==> config.mk <==
export PLATFORM = sky130hd
export DESIGN_NAME = mml_tune_parser
export DESIGN_NICKNAME = d
export VERILOG_FILES = /design/src/rtl/core/mtp_pkg.sv /design/src/rtl/core/mml_tune_parser.sv /design/src/rtl/core/mtp_div.sv
export SDC_FILE = /design/constraint.sdc
export NUM_CORES = 1
export LEC_CHECK = 0
export BUFFER_PORTS_ARGS = -buffer_cell sky130_fd_sc_hd__clkbuf_2
export CORE_MARGIN = 2
export CORE_UTILIZATION = 62
export CTS_BUF_LIST = sky130_fd_sc_hd__clkbuf_16
export CTS_CLUSTER_DIAMETER = 40
export CTS_CLUSTER_SIZE = 16
export DETAILED_ROUTE_END_ITERATION = 6
export PLACE_DENSITY = 0.79
export SETUP_SLACK_MARGIN = 0.4
export SLEW_MARGIN = 20
export SYNTH_ARGS = -nofsm -noshare
export SYNTH_HDL_FRONTEND = slang
export SYNTH_SLANG_ARGS = --single-unit
==> constraint.sdc <==
create_clock -name clk -period 18.8 [get_ports clk]
set_input_delay 0.94 -clock clk [delete_from_list [all_inputs] [get_ports clk]]
set_output_delay 0.94 -clock clk [all_outputs]
set_load 0.01 [all_outputs]
==> src/rtl/core/mtp_pkg.sv <==
// Shared types, constants and the tone table of the tune parser.
// No dependencies; imported by every module of the block.
package mtp_pkg;

	localparam int MAX_OCTAVE = 8;
	localparam logic [6:0] SHARP_LIMIT = 7'd84;
	localparam logic [7:0] TEMPO_MIN = 8'd32;
	localparam logic [17:0] DUR_UNIT = 18'd240000;
	localparam int NUM_W = 22;
	localparam int DEN_W = 25;

	typedef enum logic [10:0] {
		PH_HALT     = 11'b000_0000_0001,
		PH_CMD      = 11'b000_0000_0010,
		PH_NUM_L    = 11'b000_0000_0100,
		PH_NUM_O    = 11'b000_0000_1000,
		PH_NUM_T    = 11'b000_0001_0000,
		PH_NUM_P    = 11'b000_0010_0000,
		PH_NUM_R    = 11'b000_0100_0000,
		PH_MODE     = 11'b000_1000_0000,
		PH_NOTE_MOD = 11'b001_0000_0000,
		PH_NOTE_NUM = 11'b010_0000_0000,
		PH_DOTS     = 11'b100_0000_0000
	} phase_t;

	typedef enum logic [4:0] {
		C_IDLE   = 5'b00001,
		C_HANDLE = 5'b00010,
		C_DIVGO  = 5'b00100,
		C_DIV    = 5'b01000,
		C_OUT    = 5'b10000
	} ctl_t;

	typedef struct packed {
		logic        kind;
		logic [6:0]  note_index;
		logic [12:0] freq_hz;
		logic [15:0] duration_ms;
		logic        hold;
		logic        replay;
	} result_t;

	localparam logic [12:0] TONE_HZ [0:108] = '{13'd0,
		13'd16, 13'd17, 13'd18, 13'd19, 13'd21, 13'd22, 13'd23, 13'd25, 13'd26, 13'd28,
		13'd29, 13'd31,
		13'd33, 13'd35, 13'd37, 13'd39, 13'd41, 13'd44, 13'd46, 13'd49, 13'd52, 13'd55,
		13'd58, 13'd61,
		13'd65, 13'd69, 13'd73, 13'd78, 13'd82, 13'd87, 13'd92, 13'd98, 13'd104, 13'd110,
		13'd117, 13'd123,
		13'd131, 13'd139, 13'd147, 13'd156, 13'd165, 13'd175, 13'd185, 13'd196, 13'd208,
		13'd220, 13'd233, 13'd247,
		13'd262, 13'd277, 13'd294, 13'd311, 13'd330, 13'd349, 13'd370, 13'd392, 13'd415,
		13'd440, 13'd466, 13'd494,
		13'd523, 13'd554, 13'd587, 13'd622, 13'd659, 13'd698, 13'd740, 13'd784, 13'd831,
		13'd880, 13'd932, 13'd988,
		13'd1047, 13'd1109, 13'd1175, 13'd1245, 13'd1319, 13'd1397, 13'd1480, 13'd1568,
		13'd1661, 13'd1760, 13'd1865, 13'd1976,
		13'd2093, 13'd2217, 13'd2349, 13'd2489, 13'd2637, 13'd2794, 13'd2960, 13'd3136,
		13'd3322, 13'd3520, 13'd3729, 13'd3951,
		13'd4186, 13'd4435, 13'd4699, 13'd4978, 13'd5274, 13'd5588, 13'd5920, 13'd6272,
		13'd6645, 13'd7040, 13'd7459, 13'd7902};

	localparam logic [3:0] STEP_OF_LETTER [0:6] = '{4'd9, 4'd11, 4'd0, 4'd2, 4'd4,
		4'd5, 4'd7};

endpackage

==> src/rtl/core/mml_tune_parser.sv <==
// Top level of the music-macro tune parser: command parsing and result buffer.
// Depends on mtp_pkg and the serial divider mtp_div.
//
// Usage: characters of a tune enter on ch with start_req on the in_valid/in_stall
// channel, one word per character. Results leave on out_valid/out_stall with
// kind, note_index, freq_hz, duration_ms, hold, replay and last; each character
// causes zero, one or two results, the final one flagged by last.
// Flow: a character that only changes state takes up to four parse passes.
// Each note or rest adds a bit-serial duration divide over 22 quotient bits
// before its result is stored and offered on the output channel.
// While results are pending or the parser is busy, in_stall stays high.
// A stalled result holds on the output ports until taken.
// After reset the parser is halted: characters are ignored until one arrives
// with start_req set. Octave is 4, tempo 120 and default length 4 after reset.
module mml_tune_parser
	import mtp_pkg::*;
(
	input  logic        clk,
	input  logic        arst_n,
	input  logic        in_valid,
	output logic        in_stall,
	input  logic [7:0]  ch,
	input  logic        start_req,
	output logic        out_valid,
	input  logic        out_stall,
	output logic        kind,
	output logic [6:0]  note_index,
	output logic [12:0] freq_hz,
	output logic [15:0] duration_ms,
	output logic        hold,
	output logic        replay,
	output logic        last
);

	ctl_t        ctl_q;
	phase_t      phase_q, phase_n;
	logic [15:0] acc_q, acc_n;
	logic [3:0]  oct_q, oct_n;
	logic [7:0]  tempo_q, tempo_n;
	logic [15:0] dlen_q, dlen_n;
	logic [15:0] slen_q, slen_n;
	logic [6:0]  note_q, note_n;
	logic [3:0]  dots_q, dots_n;
	logic        slur_q, slur_n;
	logic        rep_q, rep_n;
	logic        evp_q, evp_n;

	logic [7:0]  c_q;
	logic [1:0]  guard_q;
	logic        cont_q;
	logic [1:0]  cnt_q;
	logic        rd_q;
	result_t     slot_q [0:1];
	logic [6:0]  ev_note_q;
	logic        ev_slur_q;
	logic [NUM_W-1:0] num_q;
	logic [DEN_W-1:0] den_q;

	logic        again, emit_ev, emit_end, is_digit;
	logic [3:0]  dval;
	logic [19:0] acc10;
	logic [15:0] len_use;
	logic [7:0]  c_up;
	logic        in_acc, out_acc;
	logic        div_done;
	logic [15:0] div_quo;
	result_t     ev_res, end_res;

	assign in_acc  = in_valid && !in_stall;
	assign out_acc = out_valid && !out_stall;
	assign c_up    = (ch >= 8'h61 && ch <= 8'h7A) ? ch - 8'd32 : ch;

	assign is_digit = c_q >= 8'h30 && c_q <= 8'h39;
	assign dval     = c_q[3:0];
	assign acc10    = {1'b0, acc_q, 3'b000} + {3'b000, acc_q, 1'b0} + {16'd0, dval};
	assign len_use  = (slen_q != 16'd0) ? slen_q : dlen_q;

	// One pass of the parser over the held character.
	always_comb begin
		phase_n = phase_q; acc_n = acc_q; oct_n = oct_q; tempo_n = tempo_q;
		dlen_n = dlen_q; slen_n = slen_q; note_n = note_q; dots_n = dots_q;
		slur_n = slur_q; rep_n = rep_q; evp_n = evp_q;
		again = 1'b0; emit_ev = 1'b0; emit_end = 1'b0;
		case (phase_q)
			PH_CMD: begin
				acc_n = '0;
				if (c_q == 8'h4C) phase_n = PH_NUM_L;
				else if (c_q == 8'h4F) phase_n = PH_NUM_O;
				else if (c_q == 8'h54) phase_n = PH_NUM_T;
				else if (c_q == 8'h50 || c_q == 8'h52 || c_q == 8'h4E) begin
					note_n = '0;
					evp_n = 1'b1;
					phase_n = (c_q == 8'h50) ? PH_NUM_P : PH_NUM_R;
				end else if (c_q == 8'h3C) begin
					if (oct_q != 4'd0) oct_n = oct_q - 4'd1;
				end else if (c_q == 8'h3E) begin
					if (oct_q < 4'(MAX_OCTAVE)) oct_n = oct_q + 4'd1;
				end else if (c_q == 8'h4D) phase_n = PH_MODE;
				else if (c_q >= 8'h41 && c_q <= 8'h47) begin
					note_n = 7'({3'd0, STEP_OF_LETTER[3'(c_q - 8'h41)]} + 7'(oct_q) * 7'd12
						+ 7'd1);
					evp_n = 1'b1;
					phase_n = PH_NOTE_MOD;
				end else emit_end = 1'b1;
			end
			PH_NUM_L, PH_NUM_O, PH_NUM_T, PH_NUM_P, PH_NUM_R, PH_NOTE_NUM: begin
				if (is_digit) begin
					acc_n = (acc10 > 20'd65535) ? 16'hFFFF : acc10[15:0];
				end else begin
					again = 1'b1;
					case (phase_q)
						PH_NUM_L: begin
							dlen_n = acc_q;
							if (acc_q == 16'd0) emit_end = 1'b1;
							else phase_n = PH_CMD;
						end
						PH_NUM_O: begin
							oct_n = (acc_q > 16'(MAX_OCTAVE)) ? 4'(MAX_OCTAVE) : acc_q[3:0];
							phase_n = PH_CMD;
						end
						PH_NUM_T: begin
							if (acc_q < 16'(TEMPO_MIN) || acc_q > 16'd255) emit_end = 1'b1;
							else begin
								tempo_n = acc_q[7:0];
								phase_n = PH_CMD;
							end
						end
						PH_NUM_P: begin
							dlen_n = acc_q;
							if (acc_q == 16'd0) emit_end = 1'b1;
							else phase_n = PH_DOTS;
						end
						PH_NUM_R: begin
							slen_n = acc_q;
							phase_n = PH_DOTS;
						end
						default: begin
							slen_n = acc_q;
							phase_n = PH_NOTE_MOD;
						end
					endcase
				end
			end
			PH_MODE: begin
				phase_n = PH_CMD;
				if (c_q == 8'h00) again = 1'b1;
				else if (c_q == 8'h42) rep_n = 1'b1;
				else if (c_q == 8'h46) rep_n = 1'b0;
			end
			PH_NOTE_MOD: begin
				if (c_q == 8'h23 || c_q == 8'h2B) begin
					if (note_q < SHARP_LIMIT) note_n = note_q + 7'd1;
				end else if (c_q == 8'h2D) begin
					if (note_q > 7'd1) note_n = note_q - 7'd1;
				end else if (is_digit) begin
					acc_n = {12'd0, dval};
					phase_n = PH_NOTE_NUM;
				end else if (c_q == 8'h2E) begin
					dots_n = 4'd1;
					phase_n = PH_DOTS;
				end else if (c_q == 8'h26) begin
					emit_ev = 1'b1;
				end else begin
					emit_ev = 1'b1;
					again = 1'b1;
				end
			end
			PH_DOTS: begin
				if (c_q == 8'h2E) begin
					if (dots_q != 4'd15) dots_n = dots_q + 4'd1;
				end else if (c_q == 8'h26 && note_q != 7'd0) begin
					emit_ev = 1'b1;
				end else begin
					emit_ev = 1'b1;
					again = 1'b1;
				end
			end
			default: ;
		endcase
		if (emit_ev || emit_end) begin
			acc_n = '0; slen_n = '0; note_n = '0; dots_n = '0; slur_n = 1'b0; evp_n = 1'b0;
			phase_n = emit_end ? PH_HALT : PH_CMD;
			if (emit_end) again = 1'b0;
		end
	end

	mtp_div u_div (
		.clk    (clk),
		.arst_n (arst_n),
		.start  (ctl_q == C_DIVGO),
		.num    (num_q),
		.den    (den_q),
		.done   (div_done),
		.quo    (div_quo)
	);

	always_comb begin
		ev_res             = '0;
		ev_res.note_index  = ev_note_q;
		ev_res.freq_hz     = (ev_note_q <= 7'd108) ? TONE_HZ[ev_note_q] : 13'd0;
		ev_res.duration_ms = div_quo;
		ev_res.hold        = ev_slur_q;
		end_res            = '0;
		end_res.kind       = 1'b1;
		end_res.replay     = rep_q;
	end

	always_ff @(posedge clk or negedge arst_n) begin
		if (!arst_n) begin
			ctl_q <= C_IDLE; phase_q <= PH_HALT; acc_q <= '0; oct_q <= 4'd4;
			tempo_q <= 8'd120; dlen_q <= 16'd4; slen_q <= '0; note_q <= '0;
			dots_q <= '0; slur_q <= 1'b0; rep_q <= 1'b0; evp_q <= 1'b0;
			guard_q <= '0; cont_q <= 1'b0; cnt_q <= '0; rd_q <= 1'b0;
		end else begin
			case (ctl_q)
				C_IDLE: begin
					if (in_acc) begin
						cnt_q <= '0; rd_q <= 1'b0; guard_q <= '0;
						if (start_req) begin
							acc_q <= '0; slen_q <= '0; note_q <= '0; dots_q <= '0;
							slur_q <= 1'b0; evp_q <= 1'b0; phase_q <= PH_CMD;
						end
						if ((start_req || phase_q != PH_HALT) && ch != 8'h20 && ch != 8'h7C)
							ctl_q <= C_HANDLE;
					end
				end
				C_HANDLE: begin
					phase_q <= phase_n; acc_q <= acc_n; oct_q <= oct_n; tempo_q <= tempo_n;
					dlen_q <= dlen_n; slen_q <= slen_n; note_q <= note_n; dots_q <= dots_n;
					slur_q <= slur_n; rep_q <= rep_n; evp_q <= evp_n;
					guard_q <= guard_q + 2'd1;
					if (emit_end) begin
						cnt_q <= cnt_q + 2'd1;
						ctl_q <= C_OUT;
					end else if (emit_ev) begin
						cont_q <= again && guard_q != 2'd3;
						ctl_q <= C_DIVGO;
					end else if (!again || guard_q == 2'd3) begin
						ctl_q <= (cnt_q != 2'd0) ? C_OUT : C_IDLE;
					end
				end
				C_DIVGO: ctl_q <= C_DIV;
				C_DIV: begin
					if (div_done) begin
						cnt_q <= cnt_q + 2'd1;
						ctl_q <= cont_q ? C_HANDLE : C_OUT;
					end
				end
				C_OUT: begin
					if (out_acc) begin
						rd_q <= 1'b1;
						if ({1'b0, rd_q} == cnt_q - 2'd1) ctl_q <= C_IDLE;
					end
				end
				default: ctl_q <= C_IDLE;
			endcase
		end
	end

	// A rest followed by '&' is emitted unslurred; the '&' is then an error.
	always_ff @(posedge clk) begin
		if (ctl_q == C_IDLE && in_acc) c_q <= c_up;
		if (ctl_q == C_HANDLE && emit_ev) begin
			ev_note_q <= note_q;
			ev_slur_q <= (c_q == 8'h26) && (note_q != 7'd0);
			num_q <= NUM_W'(DUR_UNIT) * NUM_W'({1'b0, dots_q} + 5'd2);
			den_q <= DEN_W'({len_use, 1'b0}) * DEN_W'(tempo_q);
		end
		if (ctl_q == C_HANDLE && emit_end) slot_q[cnt_q[0]] <= end_res;
		if (ctl_q == C_DIV && div_done) slot_q[cnt_q[0]] <= ev_res;
	end

	assign in_stall    = ctl_q != C_IDLE;
	assign out_valid   = ctl_q == C_OUT;
	assign kind        = slot_q[rd_q].kind;
	assign note_index  = slot_q[rd_q].note_index;
	assign freq_hz     = slot_q[rd_q].freq_hz;
	assign duration_ms = slot_q[rd_q].duration_ms;
	assign hold        = slot_q[rd_q].hold;
	assign replay      = slot_q[rd_q].replay;
	assign last        = {1'b0, rd_q} == cnt_q - 2'd1;

	a_out_has_result: assert property (@(posedge clk) disable iff (!arst_n)
		out_valid |-> (cnt_q == 2'd1 || cnt_q == 2'd2)) else $error("output with no result");
	a_rd_in_range: assert property (@(posedge clk) disable iff (!arst_n)
		out_valid |-> {1'b0, rd_q} < cnt_q) else $error("read beyond stored results");
	a_end_halts: assert property (@(posedge clk) disable iff (!arst_n)
		(ctl_q == C_HANDLE && emit_end) |=> phase_q == PH_HALT) else $error("end without halt");
	a_accept_idle: assert property (@(posedge clk) disable iff (!arst_n)
		in_acc |=> (ctl_q == C_IDLE || ctl_q == C_HANDLE)) else $error("bad state after accept");

endmodule

==> src/rtl/core/mtp_div.sv <==
// Bit-serial restoring divider for the note duration, one quotient bit a cycle.
// Depends on mtp_pkg for the operand widths.
module mtp_div
	import mtp_pkg::*;
(
	input  logic             clk,
	input  logic             arst_n,
	input  logic             start,
	input  logic [NUM_W-1:0] num,
	input  logic [DEN_W-1:0] den,
	output logic             done,
	output logic [15:0]      quo
);

	logic [DEN_W-1:0] rem_q;
	logic [NUM_W-1:0] sh_q;
	logic [DEN_W-1:0] den_q;
	logic [4:0]       cnt_q;
	logic             busy_q;
	logic             done_q;
	logic [DEN_W:0]   trial;
	logic [DEN_W:0]   diff;
	logic             take;

	assign trial = {rem_q, sh_q[NUM_W-1]};
	assign diff  = trial - {1'b0, den_q};
	assign take  = trial >= {1'b0, den_q};

	always_ff @(posedge clk or negedge arst_n) begin
		if (!arst_n) begin
			busy_q <= 1'b0;
			done_q <= 1'b0;
			cnt_q  <= '0;
		end else begin
			done_q <= 1'b0;
			if (start) begin
				busy_q <= 1'b1;
				cnt_q  <= '0;
			end else if (busy_q) begin
				cnt_q <= cnt_q + 5'd1;
				if (cnt_q == 5'(NUM_W - 1)) begin
					busy_q <= 1'b0;
					done_q <= 1'b1;
				end
			end
		end
	end

	always_ff @(posedge clk) begin
		if (start) begin
			rem_q <= '0;
			sh_q  <= num;
			den_q <= den;
		end else if (busy_q) begin
			rem_q <= take ? diff[DEN_W-1:0] : trial[DEN_W-1:0];
			sh_q  <= {sh_q[NUM_W-2:0], take};
		end
	end

	// A zero divisor yields all ones, which saturates the quotient.
	assign done = done_q;
	assign quo  = (|sh_q[NUM_W-1:16]) ? 16'hFFFF : sh_q[15:0];

	a_done_after_busy: assert property (@(posedge clk) disable iff (!arst_n)
		done_q |-> $past(busy_q)) else $error("divider done without a run");
	a_no_start_busy: assert property (@(posedge clk) disable iff (!arst_n)
		busy_q |-> !done_q) else $error("divider busy and done together");
	a_cnt_range: assert property (@(posedge clk) disable iff (!arst_n)
		busy_q |-> cnt_q < 5'(NUM_W)) else $error("divider count overrun");

endmodule
==> metrics.md <==
| Metric | Value |
|---|---|
| Status | completed |
| TritonRoute pass-1 iters | 6 |
| TritonCTS Buffers | 39 |
| # DRC | 0 |
| Post-DRT Antenna Nets | 0 |
| Number of global-route vias before repair | 16.42k |
| Worst-path cell chain | nor4_1, and4_1, a21oi_1, nand2b_1, fa_1, fa_1, inv_1, fa_1, inv_1, fa_1, inv_1, ha_1, o21a_1, o21a_1, a41oi_1, and3_1, o31ai_1, o41ai_1, o21bai_1, a21oi_1, xnor2_1 |
| WP data required | 19.09 ns |
| Placer Congestion | 0.9339 |
| Worst R2R Start | slen_q[12] |
| DR vias | 16.76k |
| GRT overflow | 0 |
| Number of max-cap violations | 0 |
| Mapped Area | 21900 um2 |
| Worst Clk Skew | 0.02954 ns |
| Most common cell after layout, fill and taps aside | nand2_1 |
| Power Density | 103.4 nW/um2 |
| Most common flop cell mapped by yosys | edfxtp_1 |
| Setup TNS | 0 ns |
| Final Cycle Share | 34.85% |
| CTS tree | built |
| Hold-fix buffers at CTS | 0 |
| Post-route core utilization | 69.10% |
| GRT Resource Usage Total | 28.38% |
| Post-Route WL | 50.70 mm |
| Area taken by multi-input logic gates | 12400 um2 |
| Worst reg2reg path depth | 21 |
| Critical Path Most Common Cell | fa_1 |
| Slew headroom | 30.52% |
| Syn avg cell area | 9.686 um2 |
| Synthesized Nets | 2535 |
| Core Region | 34630 um2 |
| Placed Instances | 2698 |
| Seq/Total Area, Yosys | 38.42% |
| Largest net degree at the start of global routing | 77 |
| Final setup fails | 0 |
| Fill cells | 2552 |
| Die span in x | 191.9 um |
| Setup CP Type | reg2reg |
| Number of synthesized flops with an enable pin | 179 |
| Crit-path max FO | 16 |
| Share of cells above drive strength 1 | 10.32% |
| Most frequent cells in the layout | nand2_1, inv_1, nor2_1 |
| I/O pin count | 55 |
| Avg WL per Cell | 18.30 um |
| Number of port buffers | 54 |
| Unrepaired setup endpoints after global routing | false |
| Crit path DAT | 6.84 ns |
| F_max | 152.6 MHz |
| Clock root buffer | clkbuf_16 |
| Iter 0 DRT Violations | 1531 |
| Antenna fix cells | 0 |
| Die extent in y | 191.9 um |
| Final hold violations | 0 |
| CP Launch Type | flop |
| Post-synth ARST share | 33.11% |
| Final Max Tran Viols | 0 |
| Worst hold path type | in2async |
| Flop2flop setup slack | 12.25 ns |
| Starting Density | 63.24% |
| Nature of the critical path endpoint | flop |
| Yosys Warn Count | 0 |
| Syn-to-layout area delta | 9.267% |
| Resized cells post-CTS | 0 |
| VDD IR max | 0.08133 mV |
| Worst skew pair latency | 0.56 ns |
| Site Rows | 68 |
| Cell variety after synth | 81 |
| Slowest library cell on the worst path | and4_1 |
| Leakage | 10.53 nW |
| Storage element area | 8413 um2 |
| H-tree levels | 2 |
| Post-CTS setup buffers | 0 |
| WHS | 0.2911 ns |
| Reg2Reg Capture Point | den_q[23] |
| Final min period | 6.552 ns |
| Vias per cell | 6.050 |
| Die area | 36840 um2 |
| Synthesized flop and latch total | 305 |
| DP HPWL | 36.45 mm |
| Layout Nets | 2558 |
| Initial antenna violation count | 0 |
| Max stage delay on crit path | 0.59 ns |
| First-pass GRT wire length | 83.90 mm |
| Fin cells | 2770 |
| Synth Instances | 2261 |
| Clock slew at reported path FFs | 0.07 ns |
| Slew @ Worst Pin | 1.040 ns |
| Longest Clk Path Bufs | 3 |
| CTS sink count | 305 |
-- power by group --
part	leakage [nW]	switching (mW)	total, mW	internal [mW]
sequential	3.22	0.0766	0.888	0.811
combinational	6.63	0.492	0.819	0.328
clock	0.677	0.324	0.767	0.443
total	10.5	0.892	2.47	1.58
-- registers in the layout, summed over array words and instances, names as in the netlist, 15 cells and up --
register,count
dlen_q,16
slen_q,16
u_div.sh_q,22
num_q,15
acc_q,16
u_div.den_q,24
u_div.rem_q,25
den_q,24
slot_q,78
-- through the flow --
step	worst slack (ns)	power (mW)	area [um2]
2_1_floorplan	12.80	1.498	21900
3_3_place_gp	12.51	1.678	22550
3_5_place_dp	12.34	1.700	22550
4_1_cts	12.26	2.476	23920
5_1_grt	11.85	2.623	23930
6_report	12.25	2.474	23930
-- worst max-delay path by stage --
stage,cells past startpoint,to,slack [ns],startpoint
floorplan,23,den_q[23],12.80,slen_q[3]
global placement,21,den_q[23],12.51,slen_q[11]
detailed placement,21,den_q[23],12.34,slen_q[12]
CTS,21,den_q[23],12.26,slen_q[12]
global route,21,den_q[23],11.85,slen_q[11]
finish,21,den_q[23],12.25,slen_q[12]
-- kinds of logic (layout without fill, tap and decap cells) --
logic type	count (synthesis)	in the layout	share of synthesized area (%)
compound gates	497	497	14.30
flops	305	305	38.42
mux	85	85	4.262
buf+inv	294	348	5.159
fa+ha+maj	261	261	18.20
simple gates	739	739	16.46
xor+xnor	80	80	3.199
-- synth_stat cells (9+ instances only) --
library cell  count  area share [%]
inv_1           203             3.5
nor3_1           33            0.75
nor2b_1          89             2.5
xor2_1           29             1.2
mux2_2           66             3.4
o21a_1           12            0.41
or4_1             9            0.31
a21oi_1         129             2.9
o211ai_1         20            0.69
and2_1           38             1.1
ha_1            165             9.4
edfxtp_1        179              25
o21ai_0         134             3.1
nand2b_1         31            0.89
a21o_1           31             1.1
fa_1             96             8.8
o21bai_1          9            0.31
clkbuf_1         72             1.2
xnor2_1          51             2.0
and3_1           18            0.51
o22ai_1          12            0.34
nor4_1           19            0.54
nor2_1          199             3.4
buf_1            11            0.19
or3_1            11            0.31
nand2_1         210             3.6
dfxtp_1          25             2.3
a31oi_1          22            0.63
nand3_1          39            0.89
a211oi_1         37             1.3
dfrtp_1          93              11
o31ai_1          12            0.41
mux2i_1          19            0.87
-- cell type report --
class                   instances  area share [%]
repair buffers                 71           1.689
clock inverters                33           1.658
multi-input cells            1662           51.82
well taps                     455           2.379
inverters                     205           3.216
flip-flops and latches        305           35.16
clock buffers                  39           4.078
-- layer usage --
layer	wire, um	GRT usage (%)	vias to the layer above	share of wire (%)
li1	-	-	7988	-
met1	22790	40.24	8064	45
met2	23550	45.67	598	46
met3	3084	3.563	108	6.1
met4	1277	8.994	0	2.5
met5	0	0	-	0
-- critical path: cells and delay by family (launching register included) --
| family | cells | cell delay, ns |
|---|---|---|
| xor gates and xnor gates | 1 | 0.08 |
| and+or+nand+nor | 4 | 1.39 |
| adders and majority gates | 5 | 2.51 |
| buffers and inverters | 3 | 0.15 |
| AOI/OAI and AO/OA | 8 | 1.75 |
| DFF | 1 | 0.40 |
No activity file was read; power rests on OpenSTA's default activity.
